===== config.mk =====
export PLATFORM = sky130hd
export DESIGN_NAME = lbpm_cmp
export DESIGN_NICKNAME = d
export VERILOG_FILES = /design/src/rtl/lbpm_pkg.sv /design/src/rtl/lbpm_cmp.sv
export SDC_FILE = /design/constraint.sdc
export NUM_CORES = 2
export LEC_CHECK = 0
export ABC_AREA = 1
export CAP_MARGIN = 20
export CORE_MARGIN = 8
export CORE_UTILIZATION = 70
export DETAILED_ROUTE_END_ITERATION = 6
export DONT_BUFFER_PORTS = 1
export PLACE_DENSITY = 0.86
export SLEW_MARGIN = 20
export SYNTH_ARGS = -nofsm -noshare
export SYNTH_HDL_FRONTEND = slang
export SYNTH_SLANG_ARGS = --single-unit

===== constraint.sdc =====
create_clock -name clock -period 15.7 [get_ports clock]
set_input_delay 1.57 -clock clock [delete_from_list [all_inputs] [get_ports clock]]
set_output_delay 1.57 -clock clock [all_outputs]
set_load 0.1 [all_outputs]

===== src/rtl/lbpm_pkg.sv =====
// Shared types, constants and helper functions of the light-bar pair matcher.
// Used by every module of the block; has no dependencies of its own.
`default_nettype none

package lbpm_pkg;

   localparam int FRAC_BITS = 4;
   localparam int SMALL_ASPECT_MIN_TENTHS = 10;
   localparam int LARGE_ASPECT_MAX_TENTHS = 50;
   localparam int TENTH_SCALE = 10;

   localparam int COORD_W = 16;
   localparam int ANGLE_W = 12;
   localparam int WHOLE_W = COORD_W - FRAC_BITS + 1;
   localparam int TENTH_W = COORD_W + 4;
   localparam int PROD_W = COORD_W + 8;
   localparam int ANGLE_LIM_W = 11;
   localparam int ANGLE10_W = 16;
   localparam int ANGLE_GATE_W = ANGLE_LIM_W + FRAC_BITS;
   localparam int SQ_W = 2 * WHOLE_W;
   localparam int SUM_W = SQ_W + 1;
   localparam int MH2_W = 2 * COORD_W;
   localparam int KT2_W = 16;
   localparam int LHS_W = SUM_W + 15;
   localparam int THR_W = MH2_W + KT2_W;

   localparam int ASPECT_SCALE = 100 * (1 << (2 * FRAC_BITS));
   localparam int SMALL_SQ = SMALL_ASPECT_MIN_TENTHS * SMALL_ASPECT_MIN_TENTHS;
   localparam int LARGE_SQ = LARGE_ASPECT_MAX_TENTHS * LARGE_ASPECT_MAX_TENTHS;

   localparam int CSR_INDEX_W = 3;
   localparam int CSR_DATA_W = 11;

   typedef enum logic [CSR_INDEX_W-1:0] {
      CSR_HEIGHT_RATIO_MIN = 3'd0,
      CSR_HEIGHT_RATIO_MAX = 3'd1,
      CSR_WIDTH_RATIO_MIN  = 3'd2,
      CSR_WIDTH_RATIO_MAX  = 3'd3,
      CSR_Y_OFFSET_LIMIT   = 3'd4,
      CSR_HEIGHT_GAP_LIMIT = 3'd5,
      CSR_ANGLE_GAP_LIMIT  = 3'd6,
      CSR_TYPE_SPLIT       = 3'd7
   } csr_index_type;

   typedef struct packed {
      logic [7:0]             height_ratio_min;
      logic [7:0]             height_ratio_max;
      logic [7:0]             width_ratio_min;
      logic [7:0]             width_ratio_max;
      logic [7:0]             y_offset_limit;
      logic [7:0]             height_gap_limit;
      logic [ANGLE_LIM_W-1:0] angle_gap_limit;
      logic [7:0]             type_split;
   } cfg_type;

   localparam cfg_type CFG_RESET = '{
      height_ratio_min: 8'd5,
      height_ratio_max: 8'd20,
      width_ratio_min:  8'd5,
      width_ratio_max:  8'd20,
      y_offset_limit:   8'd5,
      height_gap_limit: 8'd5,
      angle_gap_limit:  11'd100,
      type_split:       8'd32
   };

   typedef struct packed {
      logic [COORD_W-1:0]        first_x;
      logic [COORD_W-1:0]        first_y;
      logic [COORD_W-1:0]        first_w;
      logic [COORD_W-1:0]        first_h;
      logic signed [ANGLE_W-1:0] first_angle;
      logic [COORD_W-1:0]        second_x;
      logic [COORD_W-1:0]        second_y;
      logic [COORD_W-1:0]        second_w;
      logic [COORD_W-1:0]        second_h;
      logic signed [ANGLE_W-1:0] second_angle;
   } req_word_type;

   typedef struct packed {
      logic pair_matched;
      logic large_plate;
      logic first_is_left;
   } rsp_word_type;

   typedef struct packed {
      logic               first_is_left;
      logic               not_coincident;
      logic [COORD_W-1:0] l_long;
      logic [COORD_W-1:0] l_short;
      logic [COORD_W-1:0] r_long;
      logic [COORD_W-1:0] r_short;
      logic [COORD_W-1:0] min_h;
      logic [COORD_W-1:0] max_h;
      logic [COORD_W-1:0] dy_abs;
      logic [COORD_W-1:0] h_gap;
      logic [ANGLE_W-1:0] angle_abs;
      logic [WHOLE_W-1:0] dxi;
      logic [WHOLE_W-1:0] dyi;
   } s1_type;

   typedef struct packed {
      logic                    first_is_left;
      logic                    not_coincident;
      logic [TENTH_W-1:0]      l_long10;
      logic [TENTH_W-1:0]      l_short10;
      logic [PROD_W-1:0]       hr_max_prod;
      logic [PROD_W-1:0]       hr_min_prod;
      logic [PROD_W-1:0]       wr_max_prod;
      logic [PROD_W-1:0]       wr_min_prod;
      logic [TENTH_W-1:0]      dy10;
      logic [PROD_W-1:0]       y_gate;
      logic [TENTH_W-1:0]      h_gap10;
      logic [PROD_W-1:0]       h_gate;
      logic [ANGLE10_W-1:0]    angle10;
      logic [ANGLE_GATE_W-1:0] angle_gate;
      logic [SQ_W-1:0]         sq_dx;
      logic [SQ_W-1:0]         sq_dy;
      logic [MH2_W-1:0]        mh2;
      logic [KT2_W-1:0]        kt2;
   } s2_type;

   typedef struct packed {
      logic             first_is_left;
      logic             gates_ok;
      logic [LHS_W-1:0] lhs;
      logic [THR_W-1:0] thr_small;
      logic [THR_W-1:0] thr_split;
      logic [THR_W-1:0] thr_large;
   } s3_type;

   // Rounds a fixed-point value to the nearest whole pixel, ties to even.
   function automatic logic [WHOLE_W-1:0] round_whole(input logic [COORD_W-1:0] v);
      logic [WHOLE_W-1:0]   ip;
      logic [FRAC_BITS-1:0] frac;
      logic [FRAC_BITS-1:0] half;
      ip = WHOLE_W'(v >> FRAC_BITS);
      frac = v[FRAC_BITS-1:0];
      half = FRAC_BITS'(1 << (FRAC_BITS - 1));
      if (frac > half || (frac == half && ip[0])) begin
         ip = ip + 1'b1;
      end
      return ip;
   endfunction

   function automatic logic [COORD_W-1:0] abs_diff(input logic [COORD_W-1:0] a,
                                                   input logic [COORD_W-1:0] b);
      return (a > b) ? a - b : b - a;
   endfunction

endpackage

`default_nettype wire


===== src/rtl/lbpm_cmp.sv =====
// Third pipeline stage: decides the five shape gates and forms the scaled
// squared distance and the three squared aspect thresholds. Uses lbpm_pkg.
`default_nettype none

module lbpm_cmp (
   input  wire logic             clock,
   input  wire logic             reset,
   input  wire logic             in_valid,
   input  wire lbpm_pkg::s2_type in_word,
   input  wire logic             out_ready,
   output logic                  in_ready,
   output logic                  out_valid,
   output lbpm_pkg::s3_type      out_word
);

   localparam int PW = lbpm_pkg::PROD_W;
   localparam int LW = lbpm_pkg::LHS_W;
   localparam int HW = lbpm_pkg::THR_W;

   logic                         valid_ff;
   lbpm_pkg::s3_type             word_ff;
   lbpm_pkg::s3_type             word_in;
   logic [lbpm_pkg::SUM_W-1:0]   d2;
   logic                         ratio_ok;
   logic                         offset_ok;

   assign in_ready = !valid_ff || out_ready;
   assign out_valid = valid_ff;
   assign out_word = word_ff;

   always_comb begin
      ratio_ok = (PW'(in_word.l_long10) < in_word.hr_max_prod) &&
                 (PW'(in_word.l_long10) > in_word.hr_min_prod) &&
                 (PW'(in_word.l_short10) < in_word.wr_max_prod) &&
                 (PW'(in_word.l_short10) > in_word.wr_min_prod);
      offset_ok = (PW'(in_word.dy10) < in_word.y_gate) &&
                  (PW'(in_word.h_gap10) < in_word.h_gate) &&
                  (in_word.angle10 < lbpm_pkg::ANGLE10_W'(in_word.angle_gate));
      d2 = lbpm_pkg::SUM_W'(in_word.sq_dx) + lbpm_pkg::SUM_W'(in_word.sq_dy);

      word_in.first_is_left = in_word.first_is_left;
      word_in.gates_ok = in_word.not_coincident && ratio_ok && offset_ok;
      word_in.lhs = LW'(d2) * LW'(lbpm_pkg::ASPECT_SCALE);
      word_in.thr_small = HW'(in_word.mh2) * HW'(lbpm_pkg::SMALL_SQ);
      word_in.thr_split = HW'(in_word.kt2) * HW'(in_word.mh2);
      word_in.thr_large = HW'(in_word.mh2) * HW'(lbpm_pkg::LARGE_SQ);
   end

   always_ff @(posedge clock) begin
      if (reset) begin
         valid_ff <= 1'b0;
      end else if (in_ready) begin
         valid_ff <= in_valid;
      end
   end

   always_ff @(posedge clock) begin
      if (in_ready && in_valid) begin
         word_ff <= word_in;
      end
   end

endmodule

`default_nettype wire


==> key figures <==
Synth
  – Synth Instances: 5240
  – Asr flop ratio synth: 0%
  – EDFF count, synth: 158
  – Sequential fraction of the synthesis area: 11.90%
  – Yosys warns: 0
  – Post-synth top flop: edfxtp_1
  – Post-Syn Area: 40030 um^2
  – Syn_area_per_cell: 7.639 um^2
  – Yosys cell types: 48
  – #FFs+latches synth: 159

Clock network
  – Clk sinks: 159
  – Setup bufs post-CTS: 0
  – Post_cts resized: 0
  – CTS tree: done
  – TritonCTS Buffers: 17
  – CTS clk-pin slew, worst paths: 80 ps
  – CTS Hold Bufs: 0
  – Clock Root Buffer: clkbuf_16
  – Clock buffer depth: 2
  – H-Tree Depth: 4
  – Worst-Skew Late Latency: 500 ps

Outcome
  – Status: finished, violations left
  – Violated checks: DRC

Worst setup path
  – CP required: 15960 ps
  – WP data arrival: 6680 ps
  – Worst setup SP type: input pin
  – Crit. End Element: register
  – Crit Path Class: in -> reg
  – Crit-path max FO: 20
  – Worst R2R Path Depth: 3

Global route
  – Number of global-route vias before repair: 34460
  – Initial antenna violation count: 3
  – Total track usage: 37.57%
  – First-pass GRT wire length: 188300 um
  – Largest net degree at the start of global routing: 84
  – Grt ovf: 0

Layout
  – Most frequent cells in the layout: 1497 x inv_1, 1179 x nand2_1, 579 x ha_1, 551 x fa_1, 263 x nor2_1
  – Nets@finish: 6639
  – Commonest non-fill, non-tap cell in the layout: inv_1
  – Area growth syn-to-layout: 2.741%
  – Share of post-route cells with drive strength above 1: 1.918%
  – Fill cells: 4395

Detailed routing
  – DRT antenna net count: 0
  – Vias per cell: 5.668
  – Drt wl/cell: 20.28 um
  – Via Count: 33540
  – DRT Wirelength: 120000 um
  – DR iter-0 viols: 3150
  – Drt first pass iters: 7
  – Number of remaining DRC errors: 1

Timing
  – Final worst slack: 9279 ps
  – Final clock skew: 13.04 ps
  – Final setup viols: 0
  – Aggregate negative setup slack: 0 ps
  – Relative slew margins: 24.29%
  – Fin. Hold Viols: 0
  – Final period utilization: 40.90%
  – Max-slew violation count: 0
  – Max Fclk: 155.7 MHz
  – RSZ-0062 raised after global routing: false
  – Tmin final: 6421 ps
  – Worst slew pin tran: 1138 ps

Worst hold path
  – Worst Hold Class: in -> reg
  – Worst Hold Depth: 1

Floorplanning
  – Chip Height: 255.1 um
  – Total Die Area: 65090 um^2
  – Core area: 56500 um^2
  – Die width: 255.1 um
  – IO Pins: 551
  – Core Rows: 87
  – Initial Util: 70.85%

Placed design
  – Dpl ws: 8810 ps
  – Detail Placement HPWL: 102600 um
  – Buffers added on ports: 0
  – Gpl congestion: 1.002

Job
  – Max-cap violation count: 0
layout make-up:
class,count,area (um^2),share of cell area (%)
sequential,159,4765,11.59
multi-input combinational,3464,29090,70.74
inverter,1501,5634,13.70
antenna,1,2.502,0.006085
timing repair buffer,5,97.59,0.2373
tap,756,945.9,2.300
clock inverter,15,162.7,0.3955
clock buffer,17,425.4,1.034
stage by stage:
stage,util [%],hold WS (ps),cells,cell area (um^2)
global route,72.79,1127,5917,41120
floorplan,-,1639,5266,40120
detailed placement,71.75,1650,5885,40530
finish,72.79,1143,5918,41120
CTS,72.79,1118,5917,41120
global placement,71.75,1641,5885,40530
cell usage after synthesis (all sizes together), types with 2 or more instances:
cell	count	area share, %
xnor2	25	0.55
a31oi	4	0.063
buf	30	0.56
nand4	41	0.64
o21a	19	0.36
xor2	103	2.3
nor4	8	0.16
nand3	120	1.6
o21bai	19	0.36
o211ai	5	0.094
o21ai	126	1.7
clkbuf	112	1.1
a21oi	262	3.4
fa	551	28
and3	2	0.031
nor2	277	2.7
inv	1501	14
edfxtp	158	12
nand3b	4	0.075
a21o	25	0.47
nor3	50	0.68
ha	579	18
nand2	1195	11
and2	7	0.11
a211oi	6	0.11
a21boi	5	0.12
registers in the layout, indices dropped and copies added (netlist names):
register,count
out_word,158
out_valid,1
cells by family after synthesis:
logic type | count (synthesis) | synth area share [%]
other | 1 | 0.009369
and+or+nand+nor | 1706 | 17.29
DFF | 159 | 11.90
xor gates and xnor gates | 128 | 2.801
AOI/OAI and AO/OA | 473 | 6.655
buffers and inverters | 1643 | 15.69
adders and majority gates | 1130 | 45.66
routing by layer:
| layer | routed length (um) | track usage [%] | vias to the layer above |
|---|---|---|---|
| li1 | - | - | 15460 |
| met1 | 48360 | 50.04 | 15930 |
| met2 | 52810 | 58.09 | 1900 |
| met3 | 15950 | 13.35 | 247 |
| met4 | 2895 | 10.12 | 0 |
| met5 | 0 | 0 | - |
worst max-delay path, stage by stage:
cell     delay (ps)
nand2_1          60
inv_1            70
fa_1            540
inv_1            60
fa_1            510
fa_1            560
inv_1            80
fa_1            520
fa_1            560
inv_1            70
fa_1            530
inv_1            40
ha_1            380
a21oi_1         210
o21ai_0         150
a21oi_1         300
nor2_1           90
nor3_1          210
nand2_1          80
nand2_1          60
nand2_1          50
path summary, 6_finish.rpt:
path	startpoint	to	slack, ps
worst max-delay path	in_word[35]	out_word[91]	9280
worst min-delay path	reset	out_valid	1140
worst max register to register	out_valid	out_word[94]	12510
worst min register to register	out_valid	out_valid	1800
Power is not shown: default switching activity piles up to over one toggle a cycle in this logic, so the estimate is an artifact.
