## config.mk

```make
export PLATFORM = sky130hd
export DESIGN_NAME = lbpm_mult
export DESIGN_NICKNAME = d
export VERILOG_FILES = /design/src/rtl/lbpm_pkg.sv /design/src/rtl/lbpm_mult.sv
export SDC_FILE = /design/constraint.sdc
export NUM_CORES = 2
export LEC_CHECK = 0
export BUFFER_PORTS_ARGS = -buffer_cell sky130_fd_sc_hd__buf_2
export CORE_MARGIN = 1
export CORE_UTILIZATION = 35
export CTS_CLUSTER_SIZE = 40
export DETAILED_ROUTE_END_ITERATION = 16
export PLACE_DENSITY = 0.54
export SKIP_LAST_GASP = 1
export SLEW_MARGIN = 20
export SYNTH_ARGS = -nofsm -noshare
export SYNTH_HDL_FRONTEND = slang
export SYNTH_SLANG_ARGS = --single-unit
```

## constraint.sdc

```tcl
create_clock -name clock -period 18.4 [get_ports clock]
set_input_delay 2.76 -clock clock [delete_from_list [all_inputs] [get_ports clock]]
set_output_delay 2.76 -clock clock [all_outputs]
set_load 0.02 [all_outputs]
```

## src/rtl/lbpm_pkg.sv

```systemverilog
// Shared types, constants and helper functions of the light-bar pair matcher.
// Used by every module of the block; has no dependencies of its own.
`default_nettype none

package lbpm_pkg;

   localparam int FRAC_BITS = 4;
   localparam int SMALL_ASPECT_MIN_TENTHS = 10;
   localparam int LARGE_ASPECT_MAX_TENTHS = 50;
   localparam int TENTH_SCALE = 10;

   localparam int COORD_W = 16;
   localparam int ANGLE_W = 12;
   localparam int WHOLE_W = COORD_W - FRAC_BITS + 1;
   localparam int TENTH_W = COORD_W + 4;
   localparam int PROD_W = COORD_W + 8;
   localparam int ANGLE_LIM_W = 11;
   localparam int ANGLE10_W = 16;
   localparam int ANGLE_GATE_W = ANGLE_LIM_W + FRAC_BITS;
   localparam int SQ_W = 2 * WHOLE_W;
   localparam int SUM_W = SQ_W + 1;
   localparam int MH2_W = 2 * COORD_W;
   localparam int KT2_W = 16;
   localparam int LHS_W = SUM_W + 15;
   localparam int THR_W = MH2_W + KT2_W;

   localparam int ASPECT_SCALE = 100 * (1 << (2 * FRAC_BITS));
   localparam int SMALL_SQ = SMALL_ASPECT_MIN_TENTHS * SMALL_ASPECT_MIN_TENTHS;
   localparam int LARGE_SQ = LARGE_ASPECT_MAX_TENTHS * LARGE_ASPECT_MAX_TENTHS;

   localparam int CSR_INDEX_W = 3;
   localparam int CSR_DATA_W = 11;

   typedef enum logic [CSR_INDEX_W-1:0] {
      CSR_HEIGHT_RATIO_MIN = 3'd0,
      CSR_HEIGHT_RATIO_MAX = 3'd1,
      CSR_WIDTH_RATIO_MIN  = 3'd2,
      CSR_WIDTH_RATIO_MAX  = 3'd3,
      CSR_Y_OFFSET_LIMIT   = 3'd4,
      CSR_HEIGHT_GAP_LIMIT = 3'd5,
      CSR_ANGLE_GAP_LIMIT  = 3'd6,
      CSR_TYPE_SPLIT       = 3'd7
   } csr_index_type;

   typedef struct packed {
      logic [7:0]             height_ratio_min;
      logic [7:0]             height_ratio_max;
      logic [7:0]             width_ratio_min;
      logic [7:0]             width_ratio_max;
      logic [7:0]             y_offset_limit;
      logic [7:0]             height_gap_limit;
      logic [ANGLE_LIM_W-1:0] angle_gap_limit;
      logic [7:0]             type_split;
   } cfg_type;

   localparam cfg_type CFG_RESET = '{
      height_ratio_min: 8'd5,
      height_ratio_max: 8'd20,
      width_ratio_min:  8'd5,
      width_ratio_max:  8'd20,
      y_offset_limit:   8'd5,
      height_gap_limit: 8'd5,
      angle_gap_limit:  11'd100,
      type_split:       8'd32
   };

   typedef struct packed {
      logic [COORD_W-1:0]        first_x;
      logic [COORD_W-1:0]        first_y;
      logic [COORD_W-1:0]        first_w;
      logic [COORD_W-1:0]        first_h;
      logic signed [ANGLE_W-1:0] first_angle;
      logic [COORD_W-1:0]        second_x;
      logic [COORD_W-1:0]        second_y;
      logic [COORD_W-1:0]        second_w;
      logic [COORD_W-1:0]        second_h;
      logic signed [ANGLE_W-1:0] second_angle;
   } req_word_type;

   typedef struct packed {
      logic pair_matched;
      logic large_plate;
      logic first_is_left;
   } rsp_word_type;

   typedef struct packed {
      logic               first_is_left;
      logic               not_coincident;
      logic [COORD_W-1:0] l_long;
      logic [COORD_W-1:0] l_short;
      logic [COORD_W-1:0] r_long;
      logic [COORD_W-1:0] r_short;
      logic [COORD_W-1:0] min_h;
      logic [COORD_W-1:0] max_h;
      logic [COORD_W-1:0] dy_abs;
      logic [COORD_W-1:0] h_gap;
      logic [ANGLE_W-1:0] angle_abs;
      logic [WHOLE_W-1:0] dxi;
      logic [WHOLE_W-1:0] dyi;
   } s1_type;

   typedef struct packed {
      logic                    first_is_left;
      logic                    not_coincident;
      logic [TENTH_W-1:0]      l_long10;
      logic [TENTH_W-1:0]      l_short10;
      logic [PROD_W-1:0]       hr_max_prod;
      logic [PROD_W-1:0]       hr_min_prod;
      logic [PROD_W-1:0]       wr_max_prod;
      logic [PROD_W-1:0]       wr_min_prod;
      logic [TENTH_W-1:0]      dy10;
      logic [PROD_W-1:0]       y_gate;
      logic [TENTH_W-1:0]      h_gap10;
      logic [PROD_W-1:0]       h_gate;
      logic [ANGLE10_W-1:0]    angle10;
      logic [ANGLE_GATE_W-1:0] angle_gate;
      logic [SQ_W-1:0]         sq_dx;
      logic [SQ_W-1:0]         sq_dy;
      logic [MH2_W-1:0]        mh2;
      logic [KT2_W-1:0]        kt2;
   } s2_type;

   typedef struct packed {
      logic             first_is_left;
      logic             gates_ok;
      logic [LHS_W-1:0] lhs;
      logic [THR_W-1:0] thr_small;
      logic [THR_W-1:0] thr_split;
      logic [THR_W-1:0] thr_large;
   } s3_type;

   // Rounds a fixed-point value to the nearest whole pixel, ties to even.
   function automatic logic [WHOLE_W-1:0] round_whole(input logic [COORD_W-1:0] v);
      logic [WHOLE_W-1:0]   ip;
      logic [FRAC_BITS-1:0] frac;
      logic [FRAC_BITS-1:0] half;
      ip = WHOLE_W'(v >> FRAC_BITS);
      frac = v[FRAC_BITS-1:0];
      half = FRAC_BITS'(1 << (FRAC_BITS - 1));
      if (frac > half || (frac == half && ip[0])) begin
         ip = ip + 1'b1;
      end
      return ip;
   endfunction

   function automatic logic [COORD_W-1:0] abs_diff(input logic [COORD_W-1:0] a,
                                                   input logic [COORD_W-1:0] b);
      return (a > b) ? a - b : b - a;
   endfunction

endpackage

`default_nettype wire

```

## src/rtl/lbpm_mult.sv

```systemverilog
// Second pipeline stage: forms the products of sides and limits and the
// squares used by the aspect test. Uses lbpm_pkg.
`default_nettype none

module lbpm_mult (
   input  wire logic             clock,
   input  wire logic             reset,
   input  wire lbpm_pkg::cfg_type cfg,
   input  wire logic             in_valid,
   input  wire lbpm_pkg::s1_type in_word,
   input  wire logic             out_ready,
   output logic                  in_ready,
   output logic                  out_valid,
   output lbpm_pkg::s2_type      out_word
);

   localparam int TW = lbpm_pkg::TENTH_W;
   localparam int PW = lbpm_pkg::PROD_W;
   localparam int SW = lbpm_pkg::SQ_W;
   localparam int MW = lbpm_pkg::MH2_W;
   localparam int KW = lbpm_pkg::KT2_W;
   localparam int AW = lbpm_pkg::ANGLE10_W;
   localparam int GW = lbpm_pkg::ANGLE_GATE_W;

   logic             valid_ff;
   lbpm_pkg::s2_type word_ff;
   lbpm_pkg::s2_type word_in;

   assign in_ready = !valid_ff || out_ready;
   assign out_valid = valid_ff;
   assign out_word = word_ff;

   always_comb begin
      word_in.first_is_left = in_word.first_is_left;
      word_in.not_coincident = in_word.not_coincident;
      word_in.l_long10 = TW'(in_word.l_long) * TW'(lbpm_pkg::TENTH_SCALE);
      word_in.l_short10 = TW'(in_word.l_short) * TW'(lbpm_pkg::TENTH_SCALE);
      word_in.hr_max_prod = PW'(cfg.height_ratio_max) * PW'(in_word.r_long);
      word_in.hr_min_prod = PW'(cfg.height_ratio_min) * PW'(in_word.r_long);
      word_in.wr_max_prod = PW'(cfg.width_ratio_max) * PW'(in_word.r_short);
      word_in.wr_min_prod = PW'(cfg.width_ratio_min) * PW'(in_word.r_short);
      word_in.dy10 = TW'(in_word.dy_abs) * TW'(lbpm_pkg::TENTH_SCALE);
      word_in.y_gate = PW'(in_word.min_h) * PW'(cfg.y_offset_limit);
      word_in.h_gap10 = TW'(in_word.h_gap) * TW'(lbpm_pkg::TENTH_SCALE);
      word_in.h_gate = PW'(in_word.min_h) * PW'(cfg.height_gap_limit);
      word_in.angle10 = AW'(in_word.angle_abs) * AW'(lbpm_pkg::TENTH_SCALE);
      word_in.angle_gate = GW'(cfg.angle_gap_limit) << lbpm_pkg::FRAC_BITS;
      word_in.sq_dx = SW'(in_word.dxi) * SW'(in_word.dxi);
      word_in.sq_dy = SW'(in_word.dyi) * SW'(in_word.dyi);
      word_in.mh2 = MW'(in_word.max_h) * MW'(in_word.max_h);
      word_in.kt2 = KW'(cfg.type_split) * KW'(cfg.type_split);
   end

   always_ff @(posedge clock) begin
      if (reset) begin
         valid_ff <= 1'b0;
      end else if (in_ready) begin
         valid_ff <= in_valid;
      end
   end

   always_ff @(posedge clock) begin
      if (in_ready && in_valid) begin
         word_ff <= word_in;
      end
   end

endmodule

`default_nettype wire

```

==> impl_metrics.csv <==
group,metric,value,unit
status,status,"completed",
routing,via_count,39583,
cells_and_area,n_fill_cell,15684,
worst_setup_path,regToRegStartpoint,"out_valid",
timing,setup_viol,0,
cts,cts_setup_buffers,0,
synthesis,synth-seq-area-share,0.188,
cts,htreeDepth,2,
timing,max_freq,0.120,GHz
timing,slew_headroom,0.199,
place,dp_hpwl,115000,um
cts,root_buffer,"clkbuf_16",
synthesis,ys_warn_count,0,
synthesis,synth-main-ff-cell,"edfxtp_1",
routing,dr.pass1.iters,7,
timing,drv_slew,0,
cts,cts_tree,"built",
floorplan,core,156000,um^2
timing,hold_violations,0,
worst_setup_path,worstReg2RegEnd,"out_word[260]",
worst_setup_path,cp_max_fo,16,
worst_setup_path,setup.worst_path.start,"in_word[78]",
floorplan,initial_core_util,0.353,
power,power.leakage,30.7,nW
power,irDropWorstVdd,0.160,mV
worst_setup_path,slowest_delay,0.76,ns
cells_and_area,most-common-layout-cells,"inv_1 (1102), fa_1 (892), nand2_1 (707), ha_1 (657), buf_2 (584)",
synthesis,synth_cell_type_count,72,
worst_setup_path,cp.arrival,8.76,ns
cts,cts_resized,0,
worst_setup_path,endpoint,"out_word[46]",
synthesis,synthArstFlopShare,0,
worst_setup_path,cp_slowest_cell,"o32ai_1",
place,gp_congestion,0.871,
floorplan,dieArea,159000,um^2
worst_setup_path,path_cells,"buf_2 -> nand2_1 -> inv_1 -> fa_1 -> inv_1 -> fa_1 -> inv_1 -> fa_1 -> inv_1 -> fa_1 -> inv_1 -> fa_1 -> inv_1 -> fa_1 -> inv_1 -> ha_1 -> nand4_1 -> o32ai_1 -> a21oi_1 -> a21oi_1 -> nor4b_1 -> a311o_1",
min_path,hold_depth,2,
synthesis,avgSynthCellArea,9.86,um^2
cells_and_area,nNetsFinal,7854,
floorplan,ios,598,
cells_and_area,multi_input_area,39900,um^2
worst_setup_path,crit_top_cell,"inv_1",
cts,numClockSinks,345,
cells_and_area,finalInstanceArea,61800,um^2
global_routing,grt_usage,0.181,
cells_and_area,layout-drive-gt1-share,0.115,
floorplan,num_rows,145,
cells_and_area,layout_commonest_cell,"inv_1",
synthesis,synth_edf_count,344,
routing,ant_nets,0,
timing,worst_pin_slew,1.20,ns
place,placed_cell_area,59900,um^2
worst_setup_path,worst_r2r_path_depth,4,
worst_setup_path,ff2ff_setup_slack,15.36,ns
routing,drt_wl_total,142000,um
cts,clock_latency,0.65,ns
worst_setup_path,critical_path_class,"in2reg",
synthesis,netlist_area,55000,um^2
synthesis,synth-seq-cells,345,
floorplan,die_h,398,um
timing,tns,0,ns
global_routing,grt_start_max_net_pins,152,
flow_run,drv_cap,0,
power,power_density,155,nW/um^2
timing,rsz0062_at_grt,"no",
routing,vias_per_cell,4.85,
cts,clk_pin_slew,0.06,ns
cts,clock_path_buffers,3,
global_routing,grt_first_pass_wirelength,226000,um
cts,cts_buffers,51,
cts,hold_buffers,0,
synthesis,synthCells,5579,
worst_setup_path,worstSetupEndpointType,"register",
min_path,min_path_type,"reg2reg",
global_routing,grt_overflow,0,
timing,fin_skew,0.0147,ns
place,portBuffers,584,
global_routing,grt_pass1_vias,41563,
floorplan,chipWidth,398,um
routing,wl_per_cell,17.4,um
timing,final.period_utilization,0.455,
worst_setup_path,worstSetupStartpointType,"primary input",
routing,drt_iter0_markers,1745,
worst_setup_path,required,18.79,ns
routing,drc,0,
timing,period_minus_slack,8.37,ns
cells_and_area,syn2layout_area_growth,12.3,%
global_routing,antenna_found_initial,26,
cells_and_area,register_area,10300,um^2
## worst max-delay path, delay by kind of cell
kind / cells / cell delay (ns)
fa+ha+maj: 7 / 3.39
compound gates: 4 / 1.51
simple gates: 3 / 0.47
buf+inv: 8 / 0.60
## cell families (layout without fill, tap and decap cells)
logic type	count (synthesis)	count (layout)	share of synthesized area
flip-flops	345	345	0.188
buffers and inverters	1270	1783	0.0876
other	1	20	0.0000682
multiplexers	12	12	0.00227
adder cells (fa/ha/maj)	1549	1549	0.474
AND/OR/NAND/NOR	1552	1552	0.136
AO/OA/AOI/OAI	594	594	0.0709
XOR/XNOR	256	256	0.0408
## sequential cells by signal (all words and copies together) (netlist names)
| signal | count |
|---|---|
| out_valid | 1 |
| out_word | 344 |
## per-stage QoR
step | instances | util | total power [mW] | worst slack [ns] | hold slack [ns]
finish | 8169 | 0.396 | 9.58 | 10.03 | 0.548
global route | 8168 | 0.396 | 10.6 | 9.80 | 0.586
CTS | 8164 | 0.396 | 9.70 | 10.11 | 0.558
detailed placement | 8071 | 0.384 | 8.50 | 9.37 | 0.548
global placement | 8071 | 0.384 | 8.45 | 9.43 | 0.498
floorplan | 5593 | - | 6.69 | 6.81 | 0.729
## per-layer routing
| layer | wire length, um | vias to the layer above | track usage |
|---|---|---|---|
| li1 | - | 18560 | - |
| met5 | 199 | - | 0 |
| met3 | 7620 | 183 | 0.0335 |
| met1 | 63400 | 20001 | 0.237 |
| met2 | 67300 | 807 | 0.303 |
| met4 | 3700 | 32 | 0.0501 |
## cell type report
class	count	area share
Multi-Input combinational cell	3978	0.646
Sequential cell	345	0.167
Inverter	1102	0.0669
Timing Repair Buffer	588	0.0480
Tap cell	2058	0.0417
Clock buffer	57	0.0210
Clock inverter	36	0.00913
Antenna cell	5	0.000202
## Yosys cell counts (all sizes together) (4+ instances only)
cell     number  area (um^2)
a311o         6         60.1
fa          892        17900
a211o         6         52.6
edfxtp      344        10300
xnor2       202         1770
a41oi         6         52.6
ha          657         8220
or3           9         56.3
a2111oi       4         35.0
o21ai        91          455
a31o          8         70.1
a21oi       176          881
nand2       707         2650
nor4          4         25.0
o31a          7         61.3
nand2b       28          175
o31ai         7         57.6
nand4        12         75.1
nor2b        31          194
nor3b         8         60.1
mux2i         8         80.1
and2        471         2950
a21boi        9         67.6
o21a         28          210
o21bai       35          263
buf          14          101
a211oi       14          105
a31oi        27          169
xor2         54          473
and3         18          113
a21o        103          773
nand3        40          200
o2111ai       5         43.8
a311oi        6         52.6
nand3b        5         37.5
or2          13         81.3
o211ai       22          165
nor2        159          597
clkbuf      154          578
a221oi        5         50.0
mux2          4         45.0
inv        1102         4140
nor3         38          195
o41ai         6         60.1
## where the power goes
group | internal (mW) | switching [mW]
Sequential | 1.48 | 0.104
Combinational | 2.82 | 4.07
Clock | 0.692 | 0.420
Total | 4.99 | 4.59
## how the worst min path moves through the flow
stage / from / to / slack (ns)
2_1_floorplan: out_valid / out_valid / 0.73
3_3_place_gp: out_valid / out_valid / 0.50
3_5_place_dp: out_valid / out_valid / 0.55
4_1_cts: out_valid / out_valid / 0.56
5_1_grt: out_valid / out_valid / 0.59
6_report: out_valid / out_valid / 0.55
Note: power is estimated with default switching activity, not from simulation.
