$ cat src/rtl/lbpm_pkg.sv
// Shared types, constants and helper functions of the light-bar pair matcher.
// Used by every module of the block; has no dependencies of its own.
`default_nettype none

package lbpm_pkg;

   localparam int FRAC_BITS = 4;
   localparam int SMALL_ASPECT_MIN_TENTHS = 10;
   localparam int LARGE_ASPECT_MAX_TENTHS = 50;
   localparam int TENTH_SCALE = 10;

   localparam int COORD_W = 16;
   localparam int ANGLE_W = 12;
   localparam int WHOLE_W = COORD_W - FRAC_BITS + 1;
   localparam int TENTH_W = COORD_W + 4;
   localparam int PROD_W = COORD_W + 8;
   localparam int ANGLE_LIM_W = 11;
   localparam int ANGLE10_W = 16;
   localparam int ANGLE_GATE_W = ANGLE_LIM_W + FRAC_BITS;
   localparam int SQ_W = 2 * WHOLE_W;
   localparam int SUM_W = SQ_W + 1;
   localparam int MH2_W = 2 * COORD_W;
   localparam int KT2_W = 16;
   localparam int LHS_W = SUM_W + 15;
   localparam int THR_W = MH2_W + KT2_W;

   localparam int ASPECT_SCALE = 100 * (1 << (2 * FRAC_BITS));
   localparam int SMALL_SQ = SMALL_ASPECT_MIN_TENTHS * SMALL_ASPECT_MIN_TENTHS;
   localparam int LARGE_SQ = LARGE_ASPECT_MAX_TENTHS * LARGE_ASPECT_MAX_TENTHS;

   localparam int CSR_INDEX_W = 3;
   localparam int CSR_DATA_W = 11;

   typedef enum logic [CSR_INDEX_W-1:0] {
      CSR_HEIGHT_RATIO_MIN = 3'd0,
      CSR_HEIGHT_RATIO_MAX = 3'd1,
      CSR_WIDTH_RATIO_MIN  = 3'd2,
      CSR_WIDTH_RATIO_MAX  = 3'd3,
      CSR_Y_OFFSET_LIMIT   = 3'd4,
      CSR_HEIGHT_GAP_LIMIT = 3'd5,
      CSR_ANGLE_GAP_LIMIT  = 3'd6,
      CSR_TYPE_SPLIT       = 3'd7
   } csr_index_type;

   typedef struct packed {
      logic [7:0]             height_ratio_min;
      logic [7:0]             height_ratio_max;
      logic [7:0]             width_ratio_min;
      logic [7:0]             width_ratio_max;
      logic [7:0]             y_offset_limit;
      logic [7:0]             height_gap_limit;
      logic [ANGLE_LIM_W-1:0] angle_gap_limit;
      logic [7:0]             type_split;
   } cfg_type;

   localparam cfg_type CFG_RESET = '{
      height_ratio_min: 8'd5,
      height_ratio_max: 8'd20,
      width_ratio_min:  8'd5,
      width_ratio_max:  8'd20,
      y_offset_limit:   8'd5,
      height_gap_limit: 8'd5,
      angle_gap_limit:  11'd100,
      type_split:       8'd32
   };

   typedef struct packed {
      logic [COORD_W-1:0]        first_x;
      logic [COORD_W-1:0]        first_y;
      logic [COORD_W-1:0]        first_w;
      logic [COORD_W-1:0]        first_h;
      logic signed [ANGLE_W-1:0] first_angle;
      logic [COORD_W-1:0]        second_x;
      logic [COORD_W-1:0]        second_y;
      logic [COORD_W-1:0]        second_w;
      logic [COORD_W-1:0]        second_h;
      logic signed [ANGLE_W-1:0] second_angle;
   } req_word_type;

   typedef struct packed {
      logic pair_matched;
      logic large_plate;
      logic first_is_left;
   } rsp_word_type;

   typedef struct packed {
      logic               first_is_left;
      logic               not_coincident;
      logic [COORD_W-1:0] l_long;
      logic [COORD_W-1:0] l_short;
      logic [COORD_W-1:0] r_long;
      logic [COORD_W-1:0] r_short;
      logic [COORD_W-1:0] min_h;
      logic [COORD_W-1:0] max_h;
      logic [COORD_W-1:0] dy_abs;
      logic [COORD_W-1:0] h_gap;
      logic [ANGLE_W-1:0] angle_abs;
      logic [WHOLE_W-1:0] dxi;
      logic [WHOLE_W-1:0] dyi;
   } s1_type;

   typedef struct packed {
      logic                    first_is_left;
      logic                    not_coincident;
      logic [TENTH_W-1:0]      l_long10;
      logic [TENTH_W-1:0]      l_short10;
      logic [PROD_W-1:0]       hr_max_prod;
      logic [PROD_W-1:0]       hr_min_prod;
      logic [PROD_W-1:0]       wr_max_prod;
      logic [PROD_W-1:0]       wr_min_prod;
      logic [TENTH_W-1:0]      dy10;
      logic [PROD_W-1:0]       y_gate;
      logic [TENTH_W-1:0]      h_gap10;
      logic [PROD_W-1:0]       h_gate;
      logic [ANGLE10_W-1:0]    angle10;
      logic [ANGLE_GATE_W-1:0] angle_gate;
      logic [SQ_W-1:0]         sq_dx;
      logic [SQ_W-1:0]         sq_dy;
      logic [MH2_W-1:0]        mh2;
      logic [KT2_W-1:0]        kt2;
   } s2_type;

   typedef struct packed {
      logic             first_is_left;
      logic             gates_ok;
      logic [LHS_W-1:0] lhs;
      logic [THR_W-1:0] thr_small;
      logic [THR_W-1:0] thr_split;
      logic [THR_W-1:0] thr_large;
   } s3_type;

   // Rounds a fixed-point value to the nearest whole pixel, ties to even.
   function automatic logic [WHOLE_W-1:0] round_whole(input logic [COORD_W-1:0] v);
      logic [WHOLE_W-1:0]   ip;
      logic [FRAC_BITS-1:0] frac;
      logic [FRAC_BITS-1:0] half;
      ip = WHOLE_W'(v >> FRAC_BITS);
      frac = v[FRAC_BITS-1:0];
      half = FRAC_BITS'(1 << (FRAC_BITS - 1));
      if (frac > half || (frac == half && ip[0])) begin
         ip = ip + 1'b1;
      end
      return ip;
   endfunction

   function automatic logic [COORD_W-1:0] abs_diff(input logic [COORD_W-1:0] a,
                                                   input logic [COORD_W-1:0] b);
      return (a > b) ? a - b : b - a;
   endfunction

endpackage

`default_nettype wire

$ cat src/rtl/lbpm_prep.sv
// First pipeline stage: orders the two lights left and right and derives
// sides, offsets, angle gap and rounded center distances. Uses lbpm_pkg.
`default_nettype none

module lbpm_prep (
   input  wire logic                  clock,
   input  wire logic                  reset,
   input  wire logic                  in_valid,
   input  wire lbpm_pkg::req_word_type in_word,
   input  wire logic                  out_ready,
   output logic                       in_ready,
   output logic                       out_valid,
   output lbpm_pkg::s1_type           out_word
);

   logic                                 valid_ff;
   lbpm_pkg::s1_type                     word_ff;
   lbpm_pkg::s1_type                     word_in;
   logic                                 first_left;
   logic [lbpm_pkg::COORD_W-1:0]         lx, ly, lw, lh, rx, ry, rw, rh;
   logic signed [lbpm_pkg::ANGLE_W-1:0]  la, ra;
   logic signed [lbpm_pkg::ANGLE_W:0]    angle_diff;
   logic [lbpm_pkg::ANGLE_W:0]           angle_mag;

   assign in_ready = !valid_ff || out_ready;
   assign out_valid = valid_ff;
   assign out_word = word_ff;

   always_comb begin
      first_left = in_word.first_x <= in_word.second_x;
      lx = first_left ? in_word.first_x : in_word.second_x;
      ly = first_left ? in_word.first_y : in_word.second_y;
      lw = first_left ? in_word.first_w : in_word.second_w;
      lh = first_left ? in_word.first_h : in_word.second_h;
      la = first_left ? in_word.first_angle : in_word.second_angle;
      rx = first_left ? in_word.second_x : in_word.first_x;
      ry = first_left ? in_word.second_y : in_word.first_y;
      rw = first_left ? in_word.second_w : in_word.first_w;
      rh = first_left ? in_word.second_h : in_word.first_h;
      ra = first_left ? in_word.second_angle : in_word.first_angle;

      angle_diff = {la[lbpm_pkg::ANGLE_W-1], la} - {ra[lbpm_pkg::ANGLE_W-1], ra};
      angle_mag = angle_diff[lbpm_pkg::ANGLE_W] ? -angle_diff : angle_diff;

      word_in.first_is_left = first_left;
      word_in.not_coincident = !(in_word.first_x == in_word.second_x &&
                                 in_word.first_y == in_word.second_y);
      word_in.l_long = (lw > lh) ? lw : lh;
      word_in.l_short = (lw < lh) ? lw : lh;
      word_in.r_long = (rw > rh) ? rw : rh;
      word_in.r_short = (rw < rh) ? rw : rh;
      word_in.min_h = (lh < rh) ? lh : rh;
      word_in.max_h = (lh > rh) ? lh : rh;
      word_in.dy_abs = lbpm_pkg::abs_diff(ly, ry);
      word_in.h_gap = lbpm_pkg::abs_diff(lh, rh);
      word_in.angle_abs = angle_mag[lbpm_pkg::ANGLE_W-1:0];
      word_in.dxi = lbpm_pkg::WHOLE_W'(lbpm_pkg::abs_diff(
                       lbpm_pkg::COORD_W'(lbpm_pkg::round_whole(lx)),
                       lbpm_pkg::COORD_W'(lbpm_pkg::round_whole(rx))));
      word_in.dyi = lbpm_pkg::WHOLE_W'(lbpm_pkg::abs_diff(
                       lbpm_pkg::COORD_W'(lbpm_pkg::round_whole(ly)),
                       lbpm_pkg::COORD_W'(lbpm_pkg::round_whole(ry))));
   end

   always_ff @(posedge clock) begin
      if (reset) begin
         valid_ff <= 1'b0;
      end else if (in_ready) begin
         valid_ff <= in_valid;
      end
   end

   always_ff @(posedge clock) begin
      if (in_ready && in_valid) begin
         word_ff <= word_in;
      end
   end

endmodule

`default_nettype wire

$ cat config.mk
export PLATFORM = sky130hd
export DESIGN_NAME = lbpm_prep
export DESIGN_NICKNAME = d
export VERILOG_FILES = /design/src/rtl/lbpm_pkg.sv /design/src/rtl/lbpm_prep.sv
export SDC_FILE = /design/constraint.sdc
export NUM_CORES = 1
export LEC_CHECK = 0
export BUFFER_PORTS_ARGS = -buffer_cell sky130_fd_sc_hd__buf_4
export CORE_MARGIN = 3
export CORE_UTILIZATION = 58
export CTS_BUF_LIST = sky130_fd_sc_hd__clkbuf_8 sky130_fd_sc_hd__clkbuf_16
export CTS_CLUSTER_DIAMETER = 60
export DETAILED_ROUTE_END_ITERATION = 12
export PLACE_DENSITY = 0.83
export SLEW_MARGIN = 20
export SYNTH_ARGS = -nofsm -noshare
export SYNTH_HDL_FRONTEND = slang
export SYNTH_SLANG_ARGS = --single-unit
$ cat constraint.sdc
create_clock -name clock -period 9.5 [get_ports clock]
set_input_delay 0.95 -clock clock [delete_from_list [all_inputs] [get_ports clock]]
set_output_delay 0.95 -clock clock [all_outputs]
set_load 0.02 [all_outputs]
==> results.json <==
{
  "synth.largest_area_cell": "sky130_fd_sc_hd__edfxtp_1",
  "ys_warn_count": 0,
  "tot_gr_track_use_pct": 31.3,
  "fp-row-count": 63,
  "synth-async-reset-ratio_pct": 0,
  "synth_sequential_area_ratio_pct": 28.1,
  "cpMaxStageDelayCell": "sky130_fd_sc_hd__buf_4",
  "synth_fp_nets": 2399,
  "die-area_um2": 33200,
  "port_buffers": 325,
  "fin_worst_skew_ns": 0.00787,
  "cts-buffers-inserted": 17,
  "cellPowerDensity_nw_per_um2": 177,
  "timing.setup.critical_path_class": "primary input to register",
  "grt_max_degree": 204,
  "timing.hold.worst_endpoint": "out_valid",
  "post-route-period-util_pct": 74.5,
  "min-delay-start": "out_valid",
  "cts-htree-levels": 4,
  "grt_total_ovfl": 0,
  "remaining_drc_errors": 0,
  "power.internal_w": 0.00219,
  "post_synth_instance_area_um2": 18000,
  "hold_path_class": "register to register",
  "routabilityCongestion": 0.914,
  "status": "finished, final reports clean",
  "worstSetupEndpointType": "register",
  "floorplan.die.height_um": 182,
  "worst_endpoint_data_arrival_time_ns": 7.23,
  "pin_count": 326,
  "reg2reg_setup_slack_ns": 7.29,
  "tightest_slew_ns": 1.03,
  "clkSinkCount": 169,
  "min_delay_path_depth": 2,
  "worst-path-max-fanout": 93,
  "wirelength_mm": 54.5,
  "insertion_delay_ns": 0.45,
  "r2r-start": "out_valid",
  "first_global_vias": 16100,
  "critPathMaxStageDelay_ns": 0.79,
  "areaGrowthSynthToFinish_pct": 17.4,
  "synth_edf_count": 168,
  "routed_wire_length_per_instance_um": 19.6,
  "die_x_um": 182,
  "routed_via_count_divided_by_cell_count": 6.18,
  "power.switching_w": 0.00155,
  "yosys.cell_types.count": 94,
  "wire_length_of_the_first_global_routing_pass_mm": 85.2,
  "rr_worst_depth": 3,
  "power.static_leakage_nw": 9.29,
  "drtPass1Iterations": 6,
  "slew_headroom_pct": 30.7,
  "report.final.setup_viol": 0,
  "max_clock_freq_mhz": 141,
  "initial_core_utilization_pct": 59.8,
  "portion_of_total_power_attributed_to_the_clock_network_pct": 19.1,
  "maximum_number_of_buffers_from_clock_root_to_sink": 2,
  "synth.ff_latch_count": 169,
  "fin_tns_setup_ns": 0,
  "grt_antenna_before_repair": 2,
  "pwr-share-comb_pct": 51.7,
  "cp_data_required_time_ns": 9.66,
  "post_cts.resized_instances": 0,
  "synth.top_cells.by_area": "sky130_fd_sc_hd__edfxtp_1 (28%), sky130_fd_sc_hd__mux2i_1 (11%), sky130_fd_sc_hd__ha_1 (7.5%)",
  "timing.final.crit_period_ns": 7.07,
  "hpwl_mm": 41.6,
  "synth_ff_type": "sky130_fd_sc_hd__edfxtp_1",
  "max_cap_viol_count": 0,
  "postCtsSetupBuffers": 0,
  "final_antenna_net_count": 0,
  "grt_setup_unrepaired": "false",
  "post-synth-top-area-fraction_pct": 28.0,
  "vias": 17200,
  "core_area_um2": 30100,
  "slew_viol_final": 0,
  "critical-path-top-cell-by-count": "sky130_fd_sc_hd__o21a_1",
  "clk_transition_reported_paths_ns": 0.07,
  "synthesized_instance_count": 2131,
  "design.final.nets": 2651,
  "hold_viol": 0,
  "cts_hold_repair.buffers": 0,
  "timing.critical_path.from_type": "primary input",
  "crit-reg2reg-capture": "out_word[22]",
  "swShare_pct": 41.4,
  "cts_tree": "yes",
  "whs_ns": 0.550,
  "p_seq_share_pct": 29.2,
  "synth_area_per_cell_um2": 8.45,
  "drt_iter0_drc": 1667,
  "worst_path_dominant_cell_family": "compound AO/OA/AOI/OAI gates",
  "clock_tree.root_cell": "sky130_fd_sc_hd__clkbuf_16",
  "ir_worst_vdd_mv": 0.130,
  "crit_path_cell_trace": "buf_4, inv_1, ha_1, a21oi_1, a21boi_0, o31ai_2, a31oi_4, inv_6, buf_4, mux2i_1, ha_1, nor2b_1, o21a_1, o21a_1, o21a_1, o21a_1, o21a_1, o21a_1, o21ai_0, a21boi_0, o21ai_0, nand2_1, mux2i_1",
  "buffers_plus_inverters_on_the_worst_setup_path": 4,
  "layout-drive-gt1-share_pct": 17.7
}
worst register-to-register path: stages, from the launching register on:
cell and delay, ns:
sky130_fd_sc_hd__dfxtp_1 0.31, sky130_fd_sc_hd__nand2b_1 0.11, sky130_fd_sc_hd__and2_4 0.60, sky130_fd_sc_hd__buf_4 0.75
registers in the layout, indices dropped and copies added, names as in the netlist:
signal,flops
out_word,168
out_valid,1
synth_stat cells, types with 5 or more instances:
master and n:
sky130_fd_sc_hd__buf_1 6, sky130_fd_sc_hd__nand4_1 21, sky130_fd_sc_hd__o211ai_1 10, sky130_fd_sc_hd__or3_1 15, sky130_fd_sc_hd__nor3_1 23, sky130_fd_sc_hd__o221ai_1 5
sky130_fd_sc_hd__o21bai_1 19, sky130_fd_sc_hd__ha_1 108, sky130_fd_sc_hd__xnor2_1 88, sky130_fd_sc_hd__o22ai_1 11, sky130_fd_sc_hd__buf_6 6, sky130_fd_sc_hd__nand2_1 198
sky130_fd_sc_hd__nor4_1 8, sky130_fd_sc_hd__clkbuf_1 54, sky130_fd_sc_hd__maj3_1 28, sky130_fd_sc_hd__mux2_2 9, sky130_fd_sc_hd__o31ai_1 10, sky130_fd_sc_hd__o21a_1 16
sky130_fd_sc_hd__and2_1 18, sky130_fd_sc_hd__nor2b_1 54, sky130_fd_sc_hd__buf_2 34, sky130_fd_sc_hd__xor2_1 50, sky130_fd_sc_hd__a21o_1 34, sky130_fd_sc_hd__nand2b_1 57
sky130_fd_sc_hd__mux2i_1 204, sky130_fd_sc_hd__o21ai_1 10, sky130_fd_sc_hd__a41oi_1 6, sky130_fd_sc_hd__or2_2 8, sky130_fd_sc_hd__nand3_1 67, sky130_fd_sc_hd__a21boi_0 15
sky130_fd_sc_hd__edfxtp_1 168, sky130_fd_sc_hd__a211oi_2 8, sky130_fd_sc_hd__a31oi_1 20, sky130_fd_sc_hd__and3_1 7, sky130_fd_sc_hd__nor2_1 193, sky130_fd_sc_hd__a211oi_1 15
sky130_fd_sc_hd__nand3b_1 5, sky130_fd_sc_hd__o21ai_0 112, sky130_fd_sc_hd__inv_1 165, sky130_fd_sc_hd__a311oi_1 7, sky130_fd_sc_hd__a21oi_1 132, sky130_fd_sc_hd__a221oi_1 8
layer usage:
metal	up-vias	GRT usage (%)	share of wire [%]
li1	8141	-	-
met1	8062	41.4	41
met2	916	52.5	47
met3	105	5.58	8.9
met4	2	9.78	2.8
met5	-	0	0.024
how the worst max path moves through the flow:
stage | cells past startpoint | startpoint | slack, ns | endpoint
2_1_floorplan | 30 | in_word[75] | 2.36 | out_word[1]
3_3_place_gp | 28 | in_word[75] | 2.36 | out_word[8]
3_5_place_dp | 23 | in_word[68] | 2.03 | out_word[105]
4_1_cts | 23 | in_word[68] | 2.51 | out_word[108]
5_1_grt | 27 | in_word[73] | 1.91 | out_word[8]
6_report | 23 | in_word[68] | 2.43 | out_word[111]
layout make-up:
cell class	count	area [um^2]
sequential	169	5060
clock buffer	17	425
antenna	1	2.50
timing repair buffer	337	2540
fill	2392	8970
clock inverter	15	156
multi-input combinational	1692	11800
tap	390	488
inverter	166	628
stage by stage:
step	setup WS [ns]	power, W	util (%)	instance area (um^2)	cells
after floorplan	2.36	0.00241	-	18000	2131
after global placement	2.36	0.00295	68.3	20600	2754
after detailed placement	2.03	0.00300	68.3	20600	2754
after CTS	2.51	0.00372	70.2	21100	2786
after global routing	1.91	0.00394	70.2	21100	2787
final	2.43	0.00374	70.2	21100	2787
power by group through the flow:
stage | clock [W] | combinational (W) | sequential, W
2_1_floorplan | 0 | 0.00113 | 0.00128
3_3_place_gp | 0 | 0.00184 | 0.00110
3_5_place_dp | 0 | 0.00189 | 0.00111
4_1_cts | 0.000719 | 0.00191 | 0.00109
5_1_grt | 0.000751 | 0.00209 | 0.00110
6_report | 0.000715 | 0.00193 | 0.00109
cells by family after synthesis:
group,after synthesis,share of synthesized area (%)
AO/OA/AOI/OAI,504,18.8
XOR/XNOR,139,6.80
adder cells (fa/ha/maj),140,9.50
buffers and inverters,270,6.28
flip-flops,169,28.1
multiplexers,215,12.1
AND/OR/NAND/NOR,694,18.4
layout by cell type, fill, tap and decap left out, types with 11 or more instances in the layout:
| master | synthesis | layout |
|---|---|---|
| sky130_fd_sc_hd__o21a_1 | 16 | 16 |
| sky130_fd_sc_hd__nand4_1 | 21 | 21 |
| sky130_fd_sc_hd__or3_1 | 15 | 15 |
| sky130_fd_sc_hd__nor3_1 | 23 | 23 |
| sky130_fd_sc_hd__clkbuf_16 | 0 | 17 |
| sky130_fd_sc_hd__edfxtp_1 | 168 | 168 |
| sky130_fd_sc_hd__xor2_1 | 50 | 50 |
| sky130_fd_sc_hd__a31oi_1 | 20 | 20 |
| sky130_fd_sc_hd__xnor2_1 | 88 | 88 |
| sky130_fd_sc_hd__maj3_1 | 28 | 28 |
| sky130_fd_sc_hd__a21o_1 | 34 | 34 |
| sky130_fd_sc_hd__ha_1 | 108 | 108 |
| sky130_fd_sc_hd__mux2i_1 | 204 | 204 |
| sky130_fd_sc_hd__nand2b_1 | 57 | 57 |
| sky130_fd_sc_hd__nand3_1 | 67 | 67 |
| sky130_fd_sc_hd__o21bai_1 | 19 | 19 |
| sky130_fd_sc_hd__buf_4 | 3 | 336 |
| sky130_fd_sc_hd__inv_1 | 165 | 166 |
| sky130_fd_sc_hd__o21ai_0 | 112 | 112 |
| sky130_fd_sc_hd__nand2_1 | 198 | 198 |
| sky130_fd_sc_hd__nor2b_1 | 54 | 54 |
| sky130_fd_sc_hd__and2_1 | 18 | 17 |
| sky130_fd_sc_hd__a21boi_0 | 15 | 15 |
| sky130_fd_sc_hd__o22ai_1 | 11 | 11 |
| sky130_fd_sc_hd__a211oi_1 | 15 | 15 |
| sky130_fd_sc_hd__a21oi_1 | 132 | 129 |
| sky130_fd_sc_hd__nor2_1 | 193 | 193 |
Power figures use the tool's default switching activity.
